`src/rtl/core/rcpt_pkg.sv`:
```
package rcpt_pkg;

   // fixed field widths
   localparam int MODE_W   = 3;
   localparam int REASON_W = 3;
   localparam int REFS_W   = 32;
   localparam int SIZE_W   = 32;
   localparam int STATUS_W = 2;
   localparam int COUNT_W  = 6;

   // operation codes
   typedef enum logic [MODE_W-1:0] {
      MODE_PIN   = 3'd0,
      MODE_UNPIN = 3'd1,
      MODE_QUERY = 3'd2,
      MODE_RANGE = 3'd3,
      MODE_CLEAR = 3'd4
   } mode_type;

   // result status codes
   typedef enum logic [STATUS_W-1:0] {
      ST_OK        = 2'd0,
      ST_NOT_FOUND = 2'd1,
      ST_FULL      = 2'd2
   } status_type;

   // sequencer states
   typedef enum logic [2:0] {
      S_INIT,
      S_IDLE,
      S_SCAN,
      S_CLEAR,
      S_ACT
   } state_type;

   // what the scan found over the whole table
   typedef struct packed {
      logic found;
      logic free_found;
      logic range_hit;
   } scan_flags_type;

endpackage

```
`src/rtl/core/refcounted_pin_table_unit.sv`:
```
// flow: pin, unpin, query and range query scan every slot, then give their result
//   in the act state once the result register is free; clear first sweeps all slots
//   empty, unknown modes go straight to act; one transaction at a time, each scan
//   reading the slots one by one through the single read port of the table memory
// reset: synchronous; afterwards a clearing pass writes all CAPACITY slots empty,
//   one per cycle, before req_ready rises
module refcounted_pin_table_unit import rcpt_pkg::*; #(
   parameter int CAPACITY  = 32,
   parameter int ADDR_BITS = 48
) (
   input  logic                 clock,
   input  logic                 reset,
   input  logic                 req_valid,
   output logic                 req_ready,
   input  logic [MODE_W-1:0]    req_mode,
   input  logic [ADDR_BITS-1:0] req_obj_addr,
   input  logic [REASON_W-1:0]  req_pin_reason,
   input  logic [SIZE_W-1:0]    req_range_size,
   output logic                 rsp_valid,
   input  logic                 rsp_ready,
   output logic [STATUS_W-1:0]  rsp_status,
   output logic                 rsp_hit,
   output logic [COUNT_W-1:0]   rsp_entry_count
);

   localparam int IDX_W   = $clog2(CAPACITY);
   localparam int LIVE_RW = $clog2(CAPACITY + 1);
   localparam int LIVE_W  = (LIVE_RW > COUNT_W) ? LIVE_RW : COUNT_W;
   localparam int ENT_W   = 1 + REASON_W + REFS_W + ADDR_BITS;
   localparam logic [IDX_W-1:0] LAST_IDX = IDX_W'(CAPACITY - 1);
   localparam logic [IDX_W:0]   END_CNT  = (IDX_W + 1)'(CAPACITY);

   state_type state_ff, state_in;
   logic [IDX_W:0]       cnt_ff, cnt_in;
   logic [MODE_W-1:0]    mode_ff;
   logic [ADDR_BITS-1:0] addr_ff;
   logic [REASON_W-1:0]  reason_ff;
   logic [SIZE_W-1:0]    size_ff;
   logic [LIVE_W-1:0]    live_ff, live_in;
   logic                 rd_vld_ff;
   logic [IDX_W-1:0]     rd_tag_ff;

   logic                 rsp_valid_ff;
   logic [STATUS_W-1:0]  rsp_status_ff;
   logic                 rsp_hit_ff;
   logic [COUNT_W-1:0]   rsp_count_ff;

   logic                 accept;
   logic                 rsp_free;
   logic                 rsp_load;
   status_type           status_res;
   logic                 hit_res;
   logic                 scan_start;

   logic                 rd_en;
   logic                 wr_en;
   logic [IDX_W-1:0]     wr_idx;
   logic                 wr_valid;
   logic [REASON_W-1:0]  wr_reason;
   logic [REFS_W-1:0]    wr_refs;
   logic [ENT_W-1:0]     wr_data;
   logic [ENT_W-1:0]     rd_data;

   logic                 ent_valid;
   logic [REASON_W-1:0]  ent_reason;
   logic [REFS_W-1:0]    ent_refs;
   logic [ADDR_BITS-1:0] ent_addr;

   scan_flags_type       flags;
   logic [IDX_W-1:0]     match_idx;
   logic [REASON_W-1:0]  match_reason;
   logic [REFS_W-1:0]    match_refs;
   logic [IDX_W-1:0]     free_idx;
   logic [REFS_W-1:0]    refs_dec;

   assign accept   = req_valid && req_ready;
   assign rsp_free = !rsp_valid_ff || rsp_ready;
   assign refs_dec = match_refs - REFS_W'(1);

   // slot memory: {valid, reason, refs, addr}
   assign wr_data = {wr_valid, wr_reason, wr_refs, addr_ff};

   rcpt_ram #(
      .WIDTH (ENT_W),
      .DEPTH (CAPACITY)
   ) u_ram (
      .clock   (clock),
      .wr_en   (wr_en),
      .wr_addr (wr_idx),
      .wr_data (wr_data),
      .rd_en   (rd_en),
      .rd_addr (cnt_ff[IDX_W-1:0]),
      .rd_data (rd_data)
   );

   assign ent_addr   = rd_data[ADDR_BITS-1:0];
   assign ent_refs   = rd_data[ADDR_BITS +: REFS_W];
   assign ent_reason = rd_data[ADDR_BITS+REFS_W +: REASON_W];
   assign ent_valid  = rd_data[ENT_W-1];

   rcpt_scan #(
      .CAPACITY  (CAPACITY),
      .ADDR_BITS (ADDR_BITS)
   ) u_scan (
      .clock        (clock),
      .reset        (reset),
      .start        (scan_start),
      .ent_vld      (rd_vld_ff),
      .ent_idx      (rd_tag_ff),
      .ent_valid    (ent_valid),
      .ent_addr     (ent_addr),
      .ent_reason   (ent_reason),
      .ent_refs     (ent_refs),
      .key_addr     (addr_ff),
      .key_size     (size_ff),
      .flags        (flags),
      .match_idx    (match_idx),
      .match_reason (match_reason),
      .match_refs   (match_refs),
      .free_idx     (free_idx)
   );

   // state register and control counters
   always_ff @(posedge clock) begin
      if (reset) begin
         state_ff  <= S_INIT;
         cnt_ff    <= '0;
         live_ff   <= '0;
         rd_vld_ff <= 1'b0;
      end else begin
         state_ff  <= state_in;
         cnt_ff    <= cnt_in;
         live_ff   <= live_in;
         rd_vld_ff <= rd_en;
      end
   end

   // read tag follows the registered read data
   always_ff @(posedge clock) begin
      if (rd_en) begin
         rd_tag_ff <= cnt_ff[IDX_W-1:0];
      end
   end

   // request capture
   always_ff @(posedge clock) begin
      if (accept) begin
         mode_ff   <= req_mode;
         addr_ff   <= req_obj_addr;
         reason_ff <= req_pin_reason;
         size_ff   <= req_range_size;
      end
   end

   // next state, memory access and update of the table
   always_comb begin
      state_in   = state_ff;
      cnt_in     = cnt_ff;
      live_in    = live_ff;
      req_ready  = 1'b0;
      rd_en      = 1'b0;
      wr_en      = 1'b0;
      wr_idx     = cnt_ff[IDX_W-1:0];
      wr_valid   = 1'b0;
      wr_reason  = reason_ff;
      wr_refs    = '0;
      scan_start = 1'b0;
      rsp_load   = 1'b0;
      status_res = ST_OK;
      hit_res    = 1'b0;
      unique case (state_ff)
         S_INIT, S_CLEAR: begin
            // sweep every slot to empty
            wr_en  = 1'b1;
            cnt_in = cnt_ff + (IDX_W + 1)'(1);
            if (cnt_ff[IDX_W-1:0] == LAST_IDX) begin
               cnt_in   = '0;
               state_in = (state_ff == S_INIT) ? S_IDLE : S_ACT;
            end
         end
         S_IDLE: begin
            req_ready = 1'b1;
            if (req_valid) begin
               cnt_in     = '0;
               scan_start = 1'b1;
               unique case (req_mode) inside
                  MODE_CLEAR: state_in = S_CLEAR;
                  MODE_PIN, MODE_UNPIN, MODE_QUERY, MODE_RANGE: state_in = S_SCAN;
                  default: state_in = S_ACT;
               endcase
            end
         end
         S_SCAN: begin
            // one slot read per cycle, compared in the next cycle
            if (cnt_ff != END_CNT) begin
               rd_en  = 1'b1;
               cnt_in = cnt_ff + (IDX_W + 1)'(1);
            end
            if (rd_vld_ff && (rd_tag_ff == LAST_IDX)) begin
               state_in = S_ACT;
            end
         end
         S_ACT: begin
            if (rsp_free) begin
               rsp_load = 1'b1;
               state_in = S_IDLE;
               cnt_in   = '0;
               unique case (mode_ff)
                  MODE_PIN: begin
                     if (flags.found) begin
                        wr_en     = 1'b1;
                        wr_idx    = match_idx;
                        wr_valid  = 1'b1;
                        wr_reason = match_reason;
                        wr_refs   = (match_refs == '1) ? match_refs
                                                       : match_refs + REFS_W'(1);
                     end else if (flags.free_found) begin
                        wr_en    = 1'b1;
                        wr_idx   = free_idx;
                        wr_valid = 1'b1;
                        wr_refs  = REFS_W'(1);
                        live_in  = live_ff + LIVE_W'(1);
                     end else begin
                        status_res = ST_FULL;
                     end
                  end
                  MODE_UNPIN: begin
                     if (flags.found) begin
                        wr_en     = 1'b1;
                        wr_idx    = match_idx;
                        wr_valid  = (refs_dec != '0);
                        wr_reason = match_reason;
                        wr_refs   = refs_dec;
                        if (refs_dec == '0) begin
                           live_in = live_ff - LIVE_W'(1);
                        end
                     end else begin
                        status_res = ST_NOT_FOUND;
                     end
                  end
                  MODE_QUERY: hit_res = flags.found;
                  MODE_RANGE: hit_res = flags.range_hit;
                  MODE_CLEAR: live_in = '0;
                  default: ;
               endcase
            end
         end
         default: state_in = S_INIT;
      endcase
   end

   // result register, parts the table from the response channel
   always_ff @(posedge clock) begin
      if (reset) begin
         rsp_valid_ff <= 1'b0;
      end else if (rsp_load) begin
         rsp_valid_ff <= 1'b1;
      end else if (rsp_ready) begin
         rsp_valid_ff <= 1'b0;
      end
   end

   always_ff @(posedge clock) begin
      if (rsp_load) begin
         rsp_status_ff <= status_res;
         rsp_hit_ff    <= hit_res;
         rsp_count_ff  <= live_in[COUNT_W-1:0];
      end
   end

   assign rsp_valid       = rsp_valid_ff;
   assign rsp_status      = rsp_status_ff;
   assign rsp_hit         = rsp_hit_ff;
   assign rsp_entry_count = rsp_count_ff;

endmodule

```
`src/rtl/core/rcpt_ram.sv`:
```
module rcpt_ram #(
   parameter int WIDTH = 84,
   parameter int DEPTH = 32
) (
   input  logic                     clock,
   input  logic                     wr_en,
   input  logic [$clog2(DEPTH)-1:0] wr_addr,
   input  logic [WIDTH-1:0]         wr_data,
   input  logic                     rd_en,
   input  logic [$clog2(DEPTH)-1:0] rd_addr,
   output logic [WIDTH-1:0]         rd_data
);

   logic [WIDTH-1:0] mem_ff [DEPTH];
   logic [WIDTH-1:0] rd_data_ff;

   // one write port, one registered read port
   always_ff @(posedge clock) begin
      if (wr_en) begin
         mem_ff[wr_addr] <= wr_data;
      end
      if (rd_en) begin
         rd_data_ff <= mem_ff[rd_addr];
      end
   end

   assign rd_data = rd_data_ff;

endmodule

```
`src/rtl/core/rcpt_scan.sv`:
```
module rcpt_scan import rcpt_pkg::*; #(
   parameter int CAPACITY  = 32,
   parameter int ADDR_BITS = 48
) (
   input  logic                        clock,
   input  logic                        reset,
   input  logic                        start,
   input  logic                        ent_vld,
   input  logic [$clog2(CAPACITY)-1:0] ent_idx,
   input  logic                        ent_valid,
   input  logic [ADDR_BITS-1:0]        ent_addr,
   input  logic [REASON_W-1:0]         ent_reason,
   input  logic [REFS_W-1:0]           ent_refs,
   input  logic [ADDR_BITS-1:0]        key_addr,
   input  logic [SIZE_W-1:0]           key_size,
   output scan_flags_type              flags,
   output logic [$clog2(CAPACITY)-1:0] match_idx,
   output logic [REASON_W-1:0]         match_reason,
   output logic [REFS_W-1:0]           match_refs,
   output logic [$clog2(CAPACITY)-1:0] free_idx
);

   localparam int IDX_W = $clog2(CAPACITY);
   localparam int CMP_W = (ADDR_BITS > SIZE_W) ? ADDR_BITS : SIZE_W;

   scan_flags_type      flags_ff, flags_in;
   logic [IDX_W-1:0]    match_idx_ff;
   logic [REASON_W-1:0] match_reason_ff;
   logic [REFS_W-1:0]   match_refs_ff;
   logic [IDX_W-1:0]    free_idx_ff;

   logic                 is_match;
   logic                 is_free;
   logic                 in_range;
   logic [ADDR_BITS-1:0] offset;

   // per-entry compares: exact match, free slot, and base <= a < base + size
   assign offset   = ent_addr - key_addr;
   assign is_match = ent_valid && (ent_addr == key_addr);
   assign is_free  = !ent_valid;
   assign in_range = ent_valid && (ent_addr >= key_addr) &&
                     (CMP_W'(offset) < CMP_W'(key_size));

   // accumulate flags over the scan, first hit wins
   always_comb begin
      flags_in = flags_ff;
      if (start) begin
         flags_in = '0;
      end else if (ent_vld) begin
         if (is_match) begin
            flags_in.found = 1'b1;
         end
         if (is_free) begin
            flags_in.free_found = 1'b1;
         end
         if (in_range) begin
            flags_in.range_hit = 1'b1;
         end
      end
   end

   always_ff @(posedge clock) begin
      if (reset) begin
         flags_ff <= '0;
      end else begin
         flags_ff <= flags_in;
      end
   end

   // capture the matching entry and the lowest free slot
   always_ff @(posedge clock) begin
      if (ent_vld && !start) begin
         if (is_match && !flags_ff.found) begin
            match_idx_ff    <= ent_idx;
            match_reason_ff <= ent_reason;
            match_refs_ff   <= ent_refs;
         end
         if (is_free && !flags_ff.free_found) begin
            free_idx_ff <= ent_idx;
         end
      end
   end

   assign flags        = flags_ff;
   assign match_idx    = match_idx_ff;
   assign match_reason = match_reason_ff;
   assign match_refs   = match_refs_ff;
   assign free_idx     = free_idx_ff;

endmodule

```
`config.mk`:
```
export PLATFORM = sky130hd
export DESIGN_NAME = refcounted_pin_table_unit
export DESIGN_NICKNAME = d
export VERILOG_FILES = /design/src/rtl/core/rcpt_pkg.sv /design/src/rtl/core/refcounted_pin_table_unit.sv /design/src/rtl/core/rcpt_ram.sv /design/src/rtl/core/rcpt_scan.sv
export SDC_FILE = /design/constraint.sdc
export NUM_CORES = 2
export LEC_CHECK = 0
export ABC_AREA = 0
export BUFFER_PORTS_ARGS = -buffer_cell sky130_fd_sc_hd__buf_2
export CORE_ASPECT_RATIO = 1.25
export CORE_MARGIN = 5
export CORE_UTILIZATION = 65
export DETAILED_ROUTE_END_ITERATION = 6
export HOLD_SLACK_MARGIN = 0.02
export PLACE_DENSITY = 0.92
export SETUP_SLACK_MARGIN = 0.1
export SYNTH_ARGS = -nofsm -noshare
export SYNTH_HDL_FRONTEND = slang
export SYNTH_SLANG_ARGS = --single-unit
```
`constraint.sdc`:
```
create_clock -name clock -period 45.4 [get_ports clock]
set_clock_uncertainty 0.15 [all_clocks]
set_input_delay 0 -clock clock [delete_from_list [all_inputs] [get_ports clock]]
set_output_delay 0 -clock clock [all_outputs]
set_load 0.03 [all_outputs]
```
==> run summary, run 1 <==
Cells after Synth - 5036
Clock Sinks - 2832
Row count - 170
I/O pin count - 101
Error message - [ERROR DPL-0033] detailed placement checks failed during check placement.
Yosys reg bits - 2832
Yosys warning total - 0
RD Place Congestion - 0.949
Post-DP HPWL - 173000 um
Sequential element share of the synthesized area - 0.760
Clk root buf - clkbuf_16
Die height - 473 um
Htree depth - 4
Starting density of the core - 0.652
Stop stage - clock tree synthesis (4_1_cts)
FFs w/ async S/R, synth - 0
Port Buf Inserts - 97
Syn_area_per_cell - 22.2 um^2
Post-synthesis net count - 5214
Cell variety after synth - 95
Num CTS Buffers - 236
Cell Area, Placed - 0.115 mm^2
Cts repair resizes - 0
Number of post-CTS setup repair buffers - 0
Cell Area, Synth - 0.112 mm^2
Status - stopped before the end
Die width - 381 um
Inst Count DP - 7273
Clock buffer depth - 3
Hold bufs inserted after CTS - 171
Primary FF master, synth - edfxtp_1
Post-synth EDFFs - 2812
==> logic make-up after synthesis <==
| group | share of synthesized area |
|---|---|
| adder cells (fa/ha/maj) | 0.00993 |
| AO/OA/AOI/OAI | 0.0173 |
| XOR/XNOR | 0.00612 |
| flip-flops | 0.760 |
| buffers and inverters | 0.0124 |
| multiplexers | 0.172 |
| AND/OR/NAND/NOR | 0.0222 |
==> metrics by stage <==
step / hold WS, ps / worst slack (ps)
floorplan: -78.4 / 28860
global placement: 26.0 / 38580
detailed placement: 28.1 / 38100
==> synthesized netlist by cell type (all sizes together), types with 40 or more instances <==
cell type,count,share of area
mux4,810,0.16
ha,87,0.0097
nor3,40,0.0019
nand3,40,0.0018
inv,108,0.0036
mux2,82,0.0083
o21ai,55,0.0025
nor2,161,0.0054
buf,67,0.0026
edfxtp,2812,0.76
clkbuf,175,0.0062
nand2,107,0.0036
a21oi,93,0.0042
xnor2,44,0.0035
==> run 2, diff against run 1 <==
--- a/config.mk
+++ b/config.mk
@@ -7,13 +7,10 @@
 export LEC_CHECK = 0
 export ABC_AREA = 0
 export BUFFER_PORTS_ARGS = -buffer_cell sky130_fd_sc_hd__buf_2
-export CORE_ASPECT_RATIO = 1.25
 export CORE_MARGIN = 5
-export CORE_UTILIZATION = 65
+export CORE_UTILIZATION = 40
 export DETAILED_ROUTE_END_ITERATION = 6
-export HOLD_SLACK_MARGIN = 0.02
-export PLACE_DENSITY = 0.92
-export SETUP_SLACK_MARGIN = 0.1
+export PLACE_DENSITY_LB_ADDON = 0.15
 export SYNTH_ARGS = -nofsm -noshare
 export SYNTH_HDL_FRONTEND = slang
 export SYNTH_SLANG_ARGS = --single-unit
==> run 2 against run 1 <==
The flow now finishes without violations. Synthesized cell count is the same. Synthesized area is the same.
==> run summary, run 2 <==
Cell variety after synth - 95 (unchanged)
Relative slew slack - 0.0765
Sequential element share of the synthesized area - 0.760 (unchanged)
FF-to-FF Start - addr_ff[0]
WP data arrival - 7790 ps
Hold crit path type - in -> reg
Drt total wl - 305000 um
Clk pin slew, worst setup/hold paths - 60 ps
Syn_area_per_cell - 22.2 um^2 (unchanged)
Router iterations before antenna repair - 6
Fmax - 140 MHz
WP data required - 46040 ps
Final setup violation count - 0
Die width - 538 um (was 381 um)
Worst path cell trace - ha_1 > fa_1 > nand2b_1 > a211oi_1 > o2111ai_1 > a211oi_1 > o22ai_2 > o21bai_1 > a21oi_1 > xnor2_1 > ha_1 > nand4_1 > nor3_1 > a221o_1 > nor4_1 > o21ai_0 > nor3_1 > o2111ai_1 > or4b_1 > or4_1 > o31ai_2
Largest register by flop count - u_ram.mem_ff
Worst-path maximum fanout - 33
Largest net degree at the start of global routing - 105
Global Route Usage Sum - 0.206
Clk root buf - clkbuf_16 (unchanged)
First-pass GRT wire length - 429000 um
Setup crit start kind - flop
RSZ-0062 raised after global routing - no
Htree depth - 5 (was 4)
Status - finished, final reports clean (was stopped before the end)
Cell Area, Synth - 0.112 mm^2 (unchanged)
Clock Sinks - 2832 (unchanged)
CP peak stage delay - 780 ps
DRT iter0 DRCs - 5984
Most common cell after layout, fill and taps aside - edfxtp_1
Fin crit share - 0.157
I/O pin count - 101 (unchanged)
Yosys warning total - 0 (unchanged)
Worst Setup Path Type - reg -> reg
Antenna violations before repair - 9
Power Total - 6.02 mW
Crit path depth - 21
Num CTS Buffers - 309 (was 236)
DR DRC count - 0
Die area - 0.290 mm^2
RD Place Congestion - 0.853 (was 0.949)
Clock buffer depth - 4 (was 3)
Area fraction of the dominant cell type after synthesis - 0.756 (unchanged)
Number of buffers and inverters on the critical path - 0
Die height - 538 um (was 473 um)
Final hold vios - 0
Post-detailed-route count of antenna-violating nets - 0
Primary FF master, synth - edfxtp_1 (unchanged)
Critical-path cell with the highest stage delay - edfxtp_1
Non-Filler Instances - 9514
Cell Area, Placed - 0.118 mm^2 (was 0.115 mm^2)
Reg2reg path depth - 21
TritonCTS clock tree - built
Skew-Pair Late Insertion Delay - 890 ps
Most frequent cells in the layout - edfxtp_1 (2812), mux4_2 (810), clkbuf_16 (310)
Area Growth Syn to Fin - 15.6%
Launch point of the worst path - addr_ff[0]
FFs w/ async S/R, synth - 0 (unchanged)
Post-synth EDFFs - 2812 (unchanged)
Starting density of the core - 0.401 (was 0.652)
Core box area - 0.279 mm^2
Leading area contributor after synthesis - edfxtp_1 (unchanged)
Delay-heaviest family, CP - compound AO/OA/AOI/OAI gates
Hold Crit Depth - 6
Pins over their slew limit - 0
Inst Count DP - 8777 (was 7273)
Yosys reg bits - 2832 (unchanged)
Max Cap Viol - 0
Max reg flops - 2592
FF-to-FF setup slack - 38250 ps
Routed vias - 54400
Commonest cells post-synth - edfxtp_1 (2812), mux4_2 (810), clkbuf_1 (168) (unchanged)
Crit end category - flop
P per Cell Area - 46.6 mW/mm^2
Design area - 0.129 mm^2
Row count - 194 (was 170)
Post-synthesis net count - 5214 (unchanged)
Reg-to-reg endpoint - u_scan.flags[0]
Vias in the first global route - 55700
Drt wl/cell - 32.1 um
Final #Nets - 5715
DR vias/cell - 5.71
Fin crit period - 7150 ps
Most numerous cell in the Yosys netlist - edfxtp_1 (unchanged)
Leakage power - 37.9 nW
Gr ovfl total - 0
Post-DP HPWL - 153000 um (was 173000 um)
Largest vdd supply drop - 0.0303 mV
TNS Setup - 0 ps
Critical Path End - u_scan.flags[0]
Cts repair resizes - 0 (unchanged)
Tightest Pin Transition - 1390 ps
Layout cells sized above 1 - 0.286
Port Buf Inserts - 97 (unchanged)
Cells after Synth - 5036 (unchanged)
Top post-synthesis cells by area - edfxtp_1 (76%), mux4_2 (16%), ha_1 (0.97%) (unchanged)
==> run 2: cell counts after synthesis <==
No cell type changed its count.
==> run 2: timing repair <==
item,CTS,global route
hold endpoints to repair,189,0
hold buffers,173,0
buffers inserted,0,0
==> run 2: where the power goes <==
group	internal, mW	switching, mW
clock network	1.39	1.05
logic	0.296	0.326
registers	2.93	0.0296
==> run 2: routing by layer <==
layer | vias to the layer above | routed length [um] | GRT usage
met3 | 421 | 15200 | 0.0244
met4 | 0 | 7740 | 0.0525
met2 | 1725 | 152000 | 0.345
met5 | - | 0 | 0
li1 | 22300 | - | -
met1 | 29900 | 130000 | 0.290
==> run 2: worst min-delay path by stage <==
| stage | startpoint | to |
|---|---|---|
| 5_1_grt | req_mode[1] | state_ff[0] |
| 3_3_place_gp | req_obj_addr[35] | addr_ff[35] |
| 2_1_floorplan | reset | rd_vld_ff |
| 6_report | req_mode[1] | state_ff[0] |
| 3_5_place_dp | req_obj_addr[14] | addr_ff[14] |
| 4_1_cts | rsp_ready | rsp_valid |
==> run 2: cells by family after synthesis <==
group / synth area share
flops: 0.760
mux: 0.172
simple gates: 0.0222
buf+inv: 0.0124
compound gates: 0.0173
fa+ha+maj: 0.00993
xor+xnor: 0.00612
==> run 2: area by class of cell <==
cell class	count	area [um^2]
antenna	5	12.5
clock buffer	379	8030
clock inverter	180	1750
fill	23300	150000
inverter	109	409
multi-input combinational	1853	25800
sequential	2832	84900
tap	3724	4660
timing repair buffer	432	3630
==> run 2: through the flow <==
step / worst slack, ps / hold slack, ps / util
after floorplan: 28860 / -78.4 / -
after global placement: 38280 / 26.4 / 0.422
after detailed placement: 38280 / 28.1 / 0.422
after CTS: 38220 / 2.85 / 0.463
after global routing: 37850 / 85.9 / 0.463
final: 38250 / 68.6 / 0.463
==> run 2: worst min-delay path: stages <==
cell,delay (ps)
dlygate4sd3_1,520
buf_2,160
or4b_2,130
a21oi_1,50
mux2i_1,120
nor2_1,50
(Power assumes the default switching activity.)
